## config.mk

```make
export PLATFORM = sky130hd
export DESIGN_NAME = ppbe_state_mem
export DESIGN_NICKNAME = d
export VERILOG_FILES = /design/src/design/per_port_bandwidth_estimator_top_defines.svh /design/src/design/ppbe_pkg.sv /design/src/design/ppbe_state_mem.sv
export SDC_FILE = /design/constraint.sdc
export NUM_CORES = 2
export LEC_CHECK = 0
export CELL_PAD_IN_SITES_DETAIL_PLACEMENT = 1
export CELL_PAD_IN_SITES_GLOBAL_PLACEMENT = 2
export CORE_ASPECT_RATIO = 0.75
export CORE_MARGIN = 5
export CORE_UTILIZATION = 50
export CTS_BUF_LIST = sky130_fd_sc_hd__clkbuf_8
export CTS_CLUSTER_DIAMETER = 150
export DETAILED_ROUTE_END_ITERATION = 16
export DONT_BUFFER_PORTS = 1
export GPL_TIMING_DRIVEN = 0
export PLACE_DENSITY_LB_ADDON = 0.2
export SLEW_MARGIN = 5
export SYNTH_ARGS = -nofsm -noshare
export SYNTH_HDL_FRONTEND = slang
export SYNTH_SLANG_ARGS = --single-unit
```

## constraint.sdc

```tcl
create_clock -name clk -period 38.9 [get_ports clk]
set_clock_uncertainty 0.05 [all_clocks]
set_input_delay 1.945 -clock clk [delete_from_list [all_inputs] [get_ports clk]]
set_output_delay 1.945 -clock clk [all_outputs]
set_load 0.03 [all_outputs]
```

## src/design/per_port_bandwidth_estimator_top_defines.svh

```systemverilog
// Assertion macros used by the bandwidth estimator top.
`ifndef PER_PORT_BANDWIDTH_ESTIMATOR_TOP_DEFINES_SVH
`define PER_PORT_BANDWIDTH_ESTIMATOR_TOP_DEFINES_SVH

`ifndef SYNTHESIS
// Check a property on every rising edge outside of reset.
`define PPBE_ASSERT(lbl, prop, msg) \
  lbl: assert property (@(posedge clk) disable iff (rst) (prop)) else $error(msg);
// Check a property on every rising edge, reset included.
`define PPBE_ASSERT_ALWAYS(lbl, prop, msg) \
  lbl: assert property (@(posedge clk) (prop)) else $error(msg);
`else
`define PPBE_ASSERT(lbl, prop, msg)
`define PPBE_ASSERT_ALWAYS(lbl, prop, msg)
`endif

`endif

```

## src/design/ppbe_pkg.sv

```systemverilog
package ppbe_pkg;

  // Field widths.
  localparam int PORT_W  = 4;
  localparam int BYTES_W = 16;
  localparam int TIME_W  = 48;
  localparam int RATE_W  = 40;
  localparam int NUM_W   = 60;
  localparam int WIN_W   = 24;
  localparam int ALPHA_W = 17;
  localparam int EN_W    = 16;
  localparam int MAX_SLOTS = 16;

  // Stream beat widths (padded to whole bytes).
  localparam int IN_DATA_W  = 72;
  localparam int OUT_DATA_W = 88;

  // Configuration register indexes.
  localparam logic [1:0] CFG_WINDOW_US   = 2'd0;
  localparam logic [1:0] CFG_ALPHA_Q16   = 2'd1;
  localparam logic [1:0] CFG_PORT_ENABLE = 2'd2;

  // Reset values of the configuration registers.
  localparam logic [WIN_W-1:0]   WINDOW_RESET = 24'd100000;
  localparam logic [ALPHA_W-1:0] ALPHA_RESET  = 17'd39322;
  localparam logic [EN_W-1:0]    ENABLE_RESET = 16'hFFFF;

  localparam logic [ALPHA_W-1:0] ONE_Q16  = 17'd65536;
  localparam logic [19:0]        US_PER_S = 20'd1000000;
  localparam logic [RATE_W-1:0]  RATE_MAX = {RATE_W{1'b1}};

  // Per-port record held in the state memory.
  typedef struct packed {
    logic [RATE_W-1:0] bit_count;
    logic [TIME_W-1:0] window_start;
    logic [RATE_W-1:0] last_sample;
    logic [RATE_W-1:0] last_filtered;
  } port_state_t;

  // Divider status toward the controller.
  typedef struct packed {
    logic busy;
    logic done;
  } div_status_t;

  // Controller states.
  typedef enum logic [2:0] {
    S_IDLE,
    S_EVAL,
    S_MUL,
    S_DSTART,
    S_DIV,
    S_FILT,
    S_EMIT
  } ppbe_state_t;

endpackage

```

## src/design/ppbe_state_mem.sv

```systemverilog
module ppbe_state_mem import ppbe_pkg::*; #(
  parameter int DEPTH = 16,
  parameter int AW    = 4
) (
  input  logic          clk,
  input  logic          rst,
  input  logic          rd_en,
  input  logic [AW-1:0] rd_addr,
  output port_state_t   rd_data,
  input  logic          wr_en,
  input  logic [AW-1:0] wr_addr,
  input  port_state_t   wr_data
);

  port_state_t      mem [DEPTH];
  port_state_t      rd_q;
  logic             rd_valid;
  logic [DEPTH-1:0] valid;

  // Entry storage with registered read.
  always_ff @(posedge clk) begin
    if (wr_en) begin
      mem[wr_addr] <= wr_data;
    end
    if (rd_en) begin
      rd_q <= mem[rd_addr];
    end
  end

  // Valid bits: an entry never written since reset reads as zero.
  always_ff @(posedge clk) begin
    if (rst) begin
      valid    <= '0;
      rd_valid <= 1'b0;
    end else begin
      if (wr_en) begin
        valid[wr_addr] <= 1'b1;
      end
      if (rd_en) begin
        rd_valid <= valid[rd_addr];
      end
    end
  end

  assign rd_data = rd_valid ? rd_q : '0;

endmodule

```

[Word-level counts from Yosys, hierarchy flattened]
Memory sizes are Yosys's and may differ from the RTL's. A register that Yosys moved wholly into a read port is not among the register bits.
Index checks and enable logic that the tools add are counted.
Cells by class
  order comparisons: 3
  bitwise logic cells: 1
  muxes and demuxes: 7
  reductions and logical operators: 1
Operators by type and width (count)
  $mux 168: 1
  $or 16x16->16: 1
  $lt 4x5->1 const B: 2
  $bmux 1 s4: 1
  $demux 1 s4: 1
  $ge 4x1->1 const B: 1
  $mux 1: 4
  $logic_and 1x1->1: 1
Word-level totals
  register bits: 17
  logic and storage cells: 15
  memories: 1
  input bits: 180
  RAM bits: 2688
Memories
  mem: words 16, bits a word 168, read ports 1, clocked after memory_dff 1, wr ports 1, line ppbe_state_mem.sv:15  | port_state_t mem [DEPTH];

[Logic depth before layout (Yosys ltp)]
  word-level depth: 5
  mapped depth: 8
  depth with buffers taken out: 4

[Worst setup path after synthesis]
Ideal clock, no wire load.
  path kind: input to register
  from: input port wr_addr[2]
  to: memory mem[0][0] (netlist bit), enable pin
  cell stages on the path: 2
  setup slack: 24115 ps
  arrival time: 13829 ps
  cells stage by stage: or3b_2 > nor3_1
RTL lines
  start, declared: line ppbe_state_mem.sv:11  | input logic [AW-1:0] wr_addr,
  end, declared: line ppbe_state_mem.sv:15
No word-level cell before the write port.

==> run metrics <==
outcome=completed; post_cts resized=0; top cells by area, synth=edfxtp_1 80%, mux4_2 17%, and2_1 0.98%, mux2i_1 0.46%, clkbuf_1 0.41%; Area Growth Syn to Fin=14.0%; Core Util, Final=57.3%; worst flop-to-flop path endpoint=rd_valid; CTS tree=built; Initial Util=50.3%; library cells used by synthesis=26; First DRT Iteration DRCs=5,939; I/O pins=348; hold depth=2; Hold Path End=valid[5]; DRC=0; Max Cap Violations=0; Seq/Total Area, Yosys=79.9%; # port buffers=0; Hold Vio Cnt, Final=0; gr ovfl total=0; power per cell area=49.4 nW/µm²; Final Cycle Share=15.9%; H-tree depth=5; slew margin rel.=8.89%; placer congestion estimate=0.705; Longest Clk Path Bufs=4; worst-case reg-to-reg path depth=4; global-route wire length before repair=410,000 µm; Synth area leader=edfxtp_1; cts hold-fix bufs=0; Post-synth top flop=edfxtp_1; share of the synthesized area in the top cell type=79.6%; Root Driver=clkbuf_8; Worst-path clk slew=0.06 ns; hpwl dp=187,000 µm; unrepaired setup endpoints after global routing=false; Placed Cells=7,372; antenna viol nets, final=0; Tmin final=6.19 ns; TritonCTS buffer count=434; vias per cell=6.11; RR Startpoint=rd_valid; critical path class=flop to primary output; Static Leakage=39.0 nW; Synth Cell Area=108,000 µm²; Total Nets Final=5,157; class of the worst hold path=flop to flop; Pwr Total=6.07 mW; Synth top cells by count=2,856 x edfxtp_1, 797 x mux4_2, 168 x and2_1; Slew Limit Fails=0; number of global-route vias before repair=53,403; initial antenna violation count=16; Post-CTS Setup Bufs=0; asr flop ratio synth=0%; fin cells=8,159; Core Box Area=214,000 µm²; Filler cells=17,634; pin count of the biggest net entering global routing=172; Skew-Pair Late Insertion Delay=1.01 ns; via count=49,884; setup violators final=0; syn_nets=4,493; total die area=225,000 µm²; Required @ worst endpoint=36.90 ns; drt wl/cell=35.6 µm; Cell Rows=147; register bit total from synthesis=2,873; Worst VDD drop=0.0000258 V; measured slew at the worst slew-check pin=1.37 ns; Max Clk Rate=162 MHz; setup TNS=0 ns; EDFF count, synth=2,856; syn avg cell area=25.0 µm²; R2R setup slack=36.35 ns; Setup crit start kind=flop; CP max FO=10; Hold Slack=0.420 ns; total clock sinks=2,873; Pre-Repair DR Iteration Count=5; CP Capture Type=primary output; count leader, synth=edfxtp_1; layout cell share with drive strength beyond 1=31.0%; synth warn=0; Die Span Y=412 µm; DIE WIDTH=546 µm; Cells after Synth=4,313; gr usage total=25.9%; Worst EP arrival=4.19 ns; final WL=290,000 µm; beginning of the worst hold path=valid[5]
critical path, cell delays in order (launching register included):
cell	delay, ns
dfxtp_1	0.79
clkbuf_1	0.68
clkbuf_1	1.05
and2_1	0.63
cell families after synthesis:
kind of cell	synth area share (%)
flops	79.9
mux	17.1
buf+inv	0.939
compound gates	0.523
simple gates	1.50
state kept, by name (all words and copies together) (netlist names):
| register | cells |
|---|---|
| rd_valid | 1 |
| mem | 2688 |
| valid | 16 |
| rd_q | 168 |
placed cells by master (no fill, tap or decap), types with 50 or more instances in the layout:
master	n
and2_1	168
buf_12	91
buf_2	83
buf_4	61
clkbuf_1	108
clkbuf_8	444
clkinv_1	120
edfxtp_1	2856
inv_1	148
mux2i_1	50
mux4_2	797
area by class of cell:
type | instances | area (µm²) | share of cell area, %
Multi-Input combinational cell | 1215 | 20800 | 16.9
Antenna cell | 13 | 32.5 | 0.0265
Buffer | 225 | 1020 | 0.833
Sequential cell | 2873 | 86100 | 70.1
Clock inverter | 330 | 1600 | 1.30
Tap cell | 2831 | 3540 | 2.88
Timing Repair Buffer | 228 | 3680 | 2.99
Clock buffer | 444 | 6110 | 4.97
metal layers:
| layer | vias to the layer above | track usage [%] | share of wire, % |
|---|---|---|---|
| met5 | - | 0 | 0.0031 |
| met4 | 2 | 7.53 | 2.9 |
| met3 | 420 | 6.85 | 9.2 |
| met2 | 2301 | 42.1 | 49 |
| met1 | 27207 | 34.9 | 39 |
| li1 | 19954 | - | - |
worst max path at each step:
stage / slack, ns / cells after the start / endpoint / start
CTS: 32.53 / 3 / rd_data[146] / rd_valid
finish: 32.71 / 3 / rd_data[146] / rd_valid
detailed placement: 33.60 / 7 / rd_q[128] / rd_addr[1]
global route: 32.50 / 3 / rd_data[146] / rd_valid
global placement: 6.85 / 1 / mem[12][118] / wr_addr[0]
floorplan: 24.11 / 2 / mem[0][0] / wr_addr[2]
stage by stage:
step           setup slack (ns)  instance area, µm²
6_report                  32.71              123000
5_1_grt                   32.50              123000
2_1_floorplan             24.11              108000
3_5_place_dp              33.60              115000
4_1_cts                   32.53              123000
3_3_place_gp               6.85              111000
where the power goes:
part,internal [mW],switching (mW)
clock network,1.12,1.15
logic,0.129,0.171
registers,3.49,0.0200
No activity file was read; power rests on OpenSTA's default activity.
