**src/design/per_port_bandwidth_estimator_top_defines.svh**
```systemverilog
// Assertion macros used by the bandwidth estimator top.
`ifndef PER_PORT_BANDWIDTH_ESTIMATOR_TOP_DEFINES_SVH
`define PER_PORT_BANDWIDTH_ESTIMATOR_TOP_DEFINES_SVH

`ifndef SYNTHESIS
// Check a property on every rising edge outside of reset.
`define PPBE_ASSERT(lbl, prop, msg) \
  lbl: assert property (@(posedge clk) disable iff (rst) (prop)) else $error(msg);
// Check a property on every rising edge, reset included.
`define PPBE_ASSERT_ALWAYS(lbl, prop, msg) \
  lbl: assert property (@(posedge clk) (prop)) else $error(msg);
`else
`define PPBE_ASSERT(lbl, prop, msg)
`define PPBE_ASSERT_ALWAYS(lbl, prop, msg)
`endif

`endif

```
**src/design/ppbe_pkg.sv**
```systemverilog
package ppbe_pkg;

  // Field widths.
  localparam int PORT_W  = 4;
  localparam int BYTES_W = 16;
  localparam int TIME_W  = 48;
  localparam int RATE_W  = 40;
  localparam int NUM_W   = 60;
  localparam int WIN_W   = 24;
  localparam int ALPHA_W = 17;
  localparam int EN_W    = 16;
  localparam int MAX_SLOTS = 16;

  // Stream beat widths (padded to whole bytes).
  localparam int IN_DATA_W  = 72;
  localparam int OUT_DATA_W = 88;

  // Configuration register indexes.
  localparam logic [1:0] CFG_WINDOW_US   = 2'd0;
  localparam logic [1:0] CFG_ALPHA_Q16   = 2'd1;
  localparam logic [1:0] CFG_PORT_ENABLE = 2'd2;

  // Reset values of the configuration registers.
  localparam logic [WIN_W-1:0]   WINDOW_RESET = 24'd100000;
  localparam logic [ALPHA_W-1:0] ALPHA_RESET  = 17'd39322;
  localparam logic [EN_W-1:0]    ENABLE_RESET = 16'hFFFF;

  localparam logic [ALPHA_W-1:0] ONE_Q16  = 17'd65536;
  localparam logic [19:0]        US_PER_S = 20'd1000000;
  localparam logic [RATE_W-1:0]  RATE_MAX = {RATE_W{1'b1}};

  // Per-port record held in the state memory.
  typedef struct packed {
    logic [RATE_W-1:0] bit_count;
    logic [TIME_W-1:0] window_start;
    logic [RATE_W-1:0] last_sample;
    logic [RATE_W-1:0] last_filtered;
  } port_state_t;

  // Divider status toward the controller.
  typedef struct packed {
    logic busy;
    logic done;
  } div_status_t;

  // Controller states.
  typedef enum logic [2:0] {
    S_IDLE,
    S_EVAL,
    S_MUL,
    S_DSTART,
    S_DIV,
    S_FILT,
    S_EMIT
  } ppbe_state_t;

endpackage

```
**src/design/ppbe_div.sv**
```systemverilog
module ppbe_div import ppbe_pkg::*; (
  input  logic              clk,
  input  logic              rst,
  input  logic              start,
  input  logic [NUM_W-1:0]  numer,
  input  logic [TIME_W-1:0] denom,
  output logic [RATE_W-1:0] quotient,
  output div_status_t       status
);

  logic [TIME_W-1:0] rem;
  logic [TIME_W-1:0] dvs;
  logic [RATE_W-1:0] shreg;
  logic [5:0]        count;
  logic              busy;
  logic              done;
  logic [TIME_W:0]   trial;
  logic              fits;
  logic              too_big;

  // One restoring step: shift in the next dividend bit and try a subtract.
  assign trial = {rem, shreg[RATE_W-1]} - {1'b0, dvs};
  assign fits  = ~trial[TIME_W];

  // The quotient overflows 40 bits when the top dividend bits reach the divisor.
  assign too_big = {{(TIME_W-(NUM_W-RATE_W)){1'b0}}, numer[NUM_W-1:RATE_W]} >= denom;

  // Control of the bit-serial loop.
  always_ff @(posedge clk) begin
    if (rst) begin
      busy  <= 1'b0;
      done  <= 1'b0;
      count <= '0;
    end else begin
      done <= 1'b0;
      if (start) begin
        if (too_big) begin
          done <= 1'b1;
        end else begin
          busy  <= 1'b1;
          count <= 6'(RATE_W);
        end
      end else if (busy) begin
        count <= count - 6'd1;
        if (count == 6'd1) begin
          busy <= 1'b0;
          done <= 1'b1;
        end
      end
    end
  end

  // Remainder and dividend/quotient shift register.
  always_ff @(posedge clk) begin
    if (start) begin
      dvs <= denom;
      if (too_big) begin
        shreg <= RATE_MAX;
      end else begin
        rem   <= {{(TIME_W-(NUM_W-RATE_W)){1'b0}}, numer[NUM_W-1:RATE_W]};
        shreg <= numer[RATE_W-1:0];
      end
    end else if (busy) begin
      rem   <= fits ? trial[TIME_W-1:0] : {rem[TIME_W-2:0], shreg[RATE_W-1]};
      shreg <= {shreg[RATE_W-2:0], fits};
    end
  end

  assign quotient    = shreg;
  assign status.busy = busy;
  assign status.done = done;

endmodule

```
**config.mk**
```make
export PLATFORM = sky130hd
export DESIGN_NAME = ppbe_div
export DESIGN_NICKNAME = d
export VERILOG_FILES = /design/src/design/per_port_bandwidth_estimator_top_defines.svh /design/src/design/ppbe_pkg.sv /design/src/design/ppbe_div.sv
export SDC_FILE = /design/constraint.sdc
export NUM_CORES = 1
export LEC_CHECK = 0
export BUFFER_PORTS_ARGS = -buffer_cell sky130_fd_sc_hd__clkbuf_2
export CAP_MARGIN = 20
export CORE_ASPECT_RATIO = 2
export CORE_MARGIN = 1.5
export CORE_UTILIZATION = 45
export DETAILED_ROUTE_END_ITERATION = 12
export PLACE_DENSITY = 0.7
export SYNTH_ARGS = -nofsm -noshare
export SYNTH_HDL_FRONTEND = slang
export SYNTH_SLANG_ARGS = --single-unit
```
**constraint.sdc**
```tcl
create_clock -name clk -period 3.4 [get_ports clk]
set_input_delay 0.68 -clock clk [delete_from_list [all_inputs] [get_ports clk]]
set_output_delay 0.68 -clock clk [all_outputs]
set_load 0.03 [all_outputs]
```
**After elaboration in Yosys (flattened, before gate mapping)**

Index checks and enable logic that the tools add are counted.

- Logic and storage cells: 32
- Register bits: 144

- Equality and inequality tests: 2
- Add/subtract/negate cells: 2
- Reductions and logical operators: 2
- Multiplexer cells: 18
- Bitwise logic cells: 1
- $lt $le $gt $ge: 1

Operators with widths:

| cell | number |
|---|---|
| 48-bit 2-to-1 mux | 4 |
| 40-bit 2-to-1 mux | 3 |
| 49-bit by 48-bit subtractor with 49-bit output | 1 |
| 20-bit by 48-bit >= comparator with 1-bit output | 1 |
| 6-bit 2-to-1 mux | 3 |
| 1-bit 2-to-1 mux | 8 |
| 6-bit by 1-bit equality test with 1-bit output (second input constant) | 1 |
| 6-bit by 1-bit subtractor with 6-bit output (second input constant) | 1 |
| 2-bit inequality test (second input constant) | 1 |
| 2-bit AND reduction | 1 |
| 2-bit nonzero test | 1 |
| 1-bit inverter | 1 |

**Longest topological paths before layout**

Gate-level depths: netlist (run 1).

- Depth in word-level cells: 4
- Mapped depth: 15
- Mapped depth without buffers: 13

**Worst setup path after synthesis (run 1)**

OpenSTA, ideal clock, no wires.

- Path kind: input to register
- From: input port denom[9]
- To: register rem[0] (enable)
- Library setup time: 0.402 ns
- Data required time: 2.998 ns
- Stages: 10
- Data arrival time: 3.268 ns
- Path slack: -0.270 ns
- Cells stage by stage: inv_1 > ha_1 > a21o_1 > a21o_1 > a21o_1 > a2111oi_0 > o21ai_0 > a41o_1 > a21o_1 > inv_1

- Word-level cells in the longest chain between the ends: 3

Ends and longest elaborated chain:

| item | RTL line | text |
|---|---|---|
| start, declared | ppbe_div.sv:6 | `input logic [TIME_W-1:0] denom,` |
| 20-bit by 48-bit >= comparator with 1-bit output | ppbe_div.sv:26 | `assign too_big = {{(TIME_W-(NUM_W-RATE_W)){1'b0}}, numer[NUM_W-1:RATE_W]} >= denom;` |
| 2-bit inequality test (no source line) | -- |  |
| 2-bit AND reduction (no source line) | -- |  |
| end signal, assigned | ppbe_div.sv:60 | `rem <= {{(TIME_W-(NUM_W-RATE_W)){1'b0}}, numer[NUM_W-1:RATE_W]};` |
| end signal, assigned | ppbe_div.sv:64 | `rem <= fits ? trial[TIME_W-1:0] : {rem[TIME_W-2:0], shreg[RATE_W-1]};` |
| end, declared | ppbe_div.sv:11 | `logic [TIME_W-1:0] rem;` |

Every way passes these cells.
A chain may end at the register's enable or synchronous reset.

**Final worst setup path (run 1)**

- From: register shreg[39] (netlist: quotient[39])
- To: register rem[10] (data pin)

- Word-level cells in the longest chain between the ends: 4

Ends and longest elaborated chain:

| item | RTL line | text |
|---|---|---|
| start, declared | ppbe_div.sv:13 | `logic [RATE_W-1:0] shreg;` |
| start signal, assigned | ppbe_div.sv:61 | `shreg <= numer[RATE_W-1:0];` |
| start signal, assigned | ppbe_div.sv:65 | `shreg <= {shreg[RATE_W-2:0], fits};` |
| 49-bit by 48-bit subtractor with 49-bit output | ppbe_div.sv:22 | `assign trial = {rem, shreg[RATE_W-1]} - {1'b0, dvs};` |
| 48-bit 2-to-1 mux | ppbe_div.sv:64 |  |
| 48-bit 2-to-1 mux | ppbe_div.sv:63 | `end else if (busy) begin` |
| 48-bit 2-to-1 mux | ppbe_div.sv:55 | `if (start) begin` |

Every way passes these cells. The select of a mux whose other input is x is not followed.

==> results of run 1 <==
-- metrics by stage --
step	hold slack, ns	util, %	cells	setup TNS [ns]
2_1_floorplan	0.461	-	1010	-0.715
3_3_place_gp	0.479	52.1	1434	0
3_5_place_dp	0.481	52.1	1434	0
4_1_cts	0.404	55.0	1466	-0.0358
5_1_grt	0.412	55.8	1475	-3.17
6_report	0.422	55.8	1475	0
-- Yosys cell counts, drive strengths merged (6+ instances only) --
| cell type | instances |
|---|---|
| clkbuf | 32 |
| a22o | 9 |
| nor2 | 150 |
| a21o | 40 |
| nor4 | 11 |
| o21ai | 64 |
| xor2 | 18 |
| o21bai | 8 |
| a21oi | 112 |
| mux2i | 31 |
| dfxtp | 8 |
| o211ai | 8 |
| o21a | 7 |
| a211oi | 8 |
| and3 | 6 |
| nor3 | 10 |
| edfxtp | 136 |
| nand2 | 59 |
| xnor2 | 25 |
| ha | 70 |
| inv | 81 |
| nand3 | 18 |
| nand2b | 8 |
| buf | 13 |
| nand4 | 15 |
-- what timing repair did --
action | 4_1_cts | 5_1_grt
cloned | 0 | 2
pin swaps | 1 | 1
gates resized for setup | 2 | 28
hold buffers | 0 | 0
setup buffers | 0 | 7
setup endpoints to repair | 10 | 49
-- cell type report --
| type | count | share of cell area, % |
|---|---|---|
| multi-input cells | 741 | 42.1 |
| flip-flops and latches | 144 | 36.2 |
| repair buffers | 208 | 10.9 |
| clock buffers | 22 | 4.60 |
| well taps | 269 | 2.87 |
| inverters | 81 | 2.63 |
| clock inverters | 10 | 0.705 |
-- worst min-delay path by stage --
stage / startpoint / end / slack (ns) / cells after the start
6_report: denom[3] / dvs[3] / 0.42 / 1
5_1_grt: denom[30] / dvs[30] / 0.41 / 1
4_1_cts: denom[3] / dvs[3] / 0.40 / 1
3_5_place_dp: count[5] / count[5] / 0.48 / 2
3_3_place_gp: count[5] / count[5] / 0.48 / 2
2_1_floorplan: count[5] / count[5] / 0.46 / 2
-- flip-flops by register name (all words and copies together), names as in the netlist --
name	count
dvs	48
rem	48
quotient	40
count	6
busy	1
done	1
-- per-layer routing --
layer | vias to the layer above | track usage [%]
met1 | 3873 | 22.9
met4 | 0 | 17.5
li1 | 4050 | -
met5 | - | 0
met2 | 282 | 47.5
met3 | 106 | 5.10
-- report_power, final --
part / internal (uW) / switching (uW)
Sequential: 2320 / 197
Clock: 1140 / 804
Combinational: 1680 / 2190
Total: 5140 / 3190
-- kinds of logic after synthesis --
group / count (synthesis) / share of synthesized area (%)
AOI/OAI and AO/OA: 297 / 19.8
xor gates and xnor gates: 43 / 3.91
adders and majority gates: 71 / 9.29
buffers and inverters: 126 / 5.84
DFF: 144 / 44.0
muxes: 32 / 3.34
and+or+nand+nor: 297 / 13.8
==> results.cfg, run 1 <==
[floorplanning]
io_pins = 153
floorplan.die_area_sq_mm = 0.0224
rows = 75
fp.dieW_microns = 106
core_area_sq_mm = 0.0210
initial_core_util_pct = 45.9
die_height_microns = 210

[route]
wl_per_cell_microns = 18.5
wl_met2_microns = 15100
routed_wl_microns = 27300
highest_layer = met4
firstDrtPassIters = 5
viasPerCell = 5.63
route.detailed.drc = 0
drt_iter0_markers = 502
vias = 8311
wl_met3_microns = 1250
wl_met1_microns = 9100
ant_nets = 0

[sta]
worstMarginPinSlew_ns = 0.771
final-max-slew-violation-count = 0
fmax_mhz = 297
setup_viol_count_final = 0
finalHoldViolations = 0
rsz0062_at_grt = true
slew_headroom_pct = 48.6
timing.final.ws_setup_ns = 0.0308
fin_crit_sh_pct = 99.1
fin_skew_ns = 0.0127
fin_crit_ns = 3.37

[placed_design]
place_ws_ns = 0.000929
gp_congestion = 0.940
port-buffer-count = 152
hpwl_microns = 21100
place_area_sq_mm = 0.0109

[synthesis]
synth-async-reset-ratio_pct = 0
yosysTopAreaCell = edfxtp_1
yosysTopAreaCellShare_pct = 42.4
synthFlopType = edfxtp_1
ys_top_cells_by_area = edfxtp_1 (42%), ha_1 (9.1%), a21oi_1 (5.8%)
synth_cell_type_count = 70
synth_nets = 1192
yosys_warnings = 0
synth-seq-cells = 144
netlist_instances = 1010
synth.yosys.seq_area_share_pct = 44.0
synth_edf_count = 136
syn-cell-area_sq_mm = 0.00964
syn_avg_cell_area_sq_um = 9.55

[clocking]
clkTransAtPathRegs_ns = 0.06
cts.path.max_buffers = 2
cts_tree = built
numCtsBuffers = 17
htreeDepth = 4
cts-root-buf = clkbuf_16
insertion_delay_ns = 0.45
cts_sinks = 144

[layout]
multi_input_area_sq_mm = 0.00493
fin_nets = 1375
design_area_sq_mm = 0.0117
syn_to_final_growth_pct = 21.6
drive_gt1_share_pct = 22.8
layout_commonest_cell = clkbuf_2
final_cell_mix = clkbuf_2 (151), nor2_1 (147), edfxtp_1 (136), a21oi_1 (112), inv_1 (78)
seq_area_sq_mm = 0.00424
nFillCells = 1939
diodes = 0

[grt]
grt_max_degree = 72
globalRouteOverflowTotal = 0
grt_pass1_vias = 8735
grt_usage_pct = 25.0
antenna_found_initial = 0
grt_pass1_wl_microns = 42500

[setup_path]
cp_num_cells = 14
cp_data_arrival_time_ns = 3.54
slowest_stage = edfxtp_1
end_kind = flop
cp-endpoint = rem[10]
worstSetupStartpoint = quotient[39]
reg2reg_to = rem[10]
rrSetupSlack_ns = 0.03
slowest_delay_ns = 0.40
crit_family = compound AO/OA/AOI/OAI gates
crit_type = reg2reg
crit_chain = inv_2 -> ha_4 -> inv_2 -> fa_2 -> a211oi_2 -> o21ai_2 -> o2111ai_2 -> a31oi_4 -> a41o_4 -> a221oi_4 -> and2_4 -> buf_12 -> mux2i_1 -> o21ai_1
ff2ff_path_depth = 14
startpoint_type = flop
reg2reg_from = quotient[39]
crit_buf_inv = 3
critical_path_required_ns = 3.58
critPathMaxFanout = 13
cpMostUsedCell = inv_2

[power_and_ir_drop]
ir_worst_vdd_mv = 0.360
p_per_area_mw_per_mm2 = 711
p_leak_uw = 0.00521
power.total_uw = 8340

[worst_hold_path]
hp-class = in2reg

[flow_run]
drv_cap = 0

[run_status]
outcome = finished clean
Note: power is estimated with default switching activity, not from simulation.
==> run 2: changes to the inputs <==
BUFFER_PORTS_ARGS = -buffer_cell sky130_fd_sc_hd__buf_2   (was -buffer_cell sky130_fd_sc_hd__clkbuf_2)
==> run 2 against run 1 <==
Effect of this change:
- fmax down 0.29%
- clock power about the same
- final cell count about the same
- via count up 0.26%
- sequential power about the same
- die area unchanged
- hold slack better by 0.0061 ns
- flip-flop and latch count unchanged
- clock skew up 0.0012 ns
- critical endpoint is now rem[30]
==> results.cfg, run 2 (synthesis gave the netlist of run 1 again) <==
[grt]
grt_pass1_wl_microns = 42200
grt_pass1_vias = 8459
antenna_found_initial = 0
grt_usage_pct = 24.6
grt_max_degree = 141
globalRouteOverflowTotal = 0

[sta]
finalHoldViolations = 0
fmax_mhz = 296
fin_crit_sh_pct = 99.4
fin_skew_ns = 0.0139
final-max-slew-violation-count = 0
worstMarginPinSlew_ns = 0.682
slew_headroom_pct = 54.5
fin_crit_ns = 3.38
timing.setup.tns_ns = 0
setup_viol_count_final = 0
rsz0062_at_grt = true

[route]
routed_wl_microns = 27200
wl_per_cell_microns = 18.5
vias = 8333
route.detailed.drc = 0
firstDrtPassIters = 5
viasPerCell = 5.65
ant_nets = 0
drt_iter0_markers = 462

[clocking]
clkTransAtPathRegs_ns = 0.06
htreeDepth = 4
cts_sinks = 144
cts.path.max_buffers = 2
cts_tree = built
numCtsBuffers = 17
cts-root-buf = clkbuf_16
insertion_delay_ns = 0.44
holdBufCountCts = 0

[worst_hold_path]
hp-class = in2reg

[floorplanning]
floorplan.die_area_sq_mm = 0.0224
rows = 75
initial_core_util_pct = 45.9
fp.dieW_microns = 106
core_area_sq_mm = 0.0210
die_height_microns = 210
io_pins = 153

[setup_path]
crit_type = reg2reg
end_kind = flop
critPathMaxFanout = 5
critical_path_required_ns = 3.59
cp_data_arrival_time_ns = 3.56
startpoint_type = flop

[power_and_ir_drop]
p_sw_uw = 3110
p_per_area_mw_per_mm2 = 712
power.total_uw = 8330
p_seq_share_pct = 30.1
p_comb_share_pct = 46.6
clkPwrFrac_pct = 23.3
p_int_uw = 5220
p_leak_uw = 0.00515
swShare_pct = 37.4
ir_worst_vdd_mv = 0.370

[layout]
syn_to_final_growth_pct = 21.3
design_area_sq_mm = 0.0117
fin_nets = 1374
final_cell_mix = buf_2 (151), nor2_1 (147), edfxtp_1 (136), a21oi_1 (112), inv_1 (78)
diodes = 0
drive_gt1_share_pct = 22.2
layout_commonest_cell = buf_2

[flow_run]
drv_cap = 0

[placed_design]
hpwl_microns = 20700
port-buffer-count = 152
gp_congestion = 0.963
place_area_sq_mm = 0.0109

[run_status]
outcome = finished clean
run 2: critical path, stage by stage, from the launching register on:
cell	delay, ns
edfxtp_1	0.41
inv_2	0.11
ha_4	0.15
inv_2	0.04
fa_2	0.35
a211oi_2	0.21
o21ai_2	0.09
o2111ai_2	0.26
a31oi_4	0.14
a41o_4	0.30
a221oi_4	0.27
and2_4	0.29
buf_4	0.17
nor2_2	0.07
a22o_1	0.26
run 2: layer usage:
| metal | routed length [microns] | part of all wire, % | track usage, % | vias to the layer above |
|---|---|---|---|---|
| met5 | 0 | 0 | 0 | - |
| met4 | 1450 | 5.3 | 13.5 | 0 |
| met3 | 1300 | 4.8 | 4.55 | 74 |
| met2 | 15300 | 56 | 48.2 | 277 |
| met1 | 9160 | 34 | 23.2 | 3945 |
| li1 | - | - | - | 4037 |
run 2: area by class of cell:
type / instances / area [sq um]
clock buffer: 25 / 515
clock inverter: 7 / 97.6
fill: 1909 / 9320
inverter: 81 / 308
multi-input combinational: 741 / 4910
sequential: 144 / 4240
tap: 269 / 337
timing repair buffer: 207 / 1290
run 2: power groups by stage:
stage	sequential, uW	clock [uW]	combinational [uW]
6_report	2510	1940	3880
5_1_grt	2540	2020	4200
4_1_cts	2510	1960	3650
3_5_place_dp	2530	0	3610
3_3_place_gp	2540	0	3560
2_1_floorplan	2550	0	2570
run 2: repair_timing:
item	in CTS	in global routing
setup endpoints to repair	9	48
gates resized for setup	2	16
setup buffers	1	10
gates cloned	1	1
pin swaps	1	3
run 2: path summary, 6_finish.rpt:
kind / start / endpoint / slack (ns) / cells past startpoint
min: denom[3] / dvs[3] / 0.43 / 1
max: quotient[39] / rem[30] / 0.02 / 14
max reg2reg: quotient[39] / rem[30] / 0.02 / 14
min reg2reg: count[5] / count[5] / 0.50 / 2
run 2: stage by stage:
step                      hold WS [ns]  std cells  util, %  setup slack [ns]
after CTS                        0.414       1463     54.9          0.000776
after global routing             0.423       1474     55.6            -0.101
after detailed placement         0.497       1429     51.9           -0.0351
after floorplan                  0.461       1010        -           -0.0525
final                            0.428       1474     55.6            0.0210
after global placement           0.484       1429     51.9            0.0202
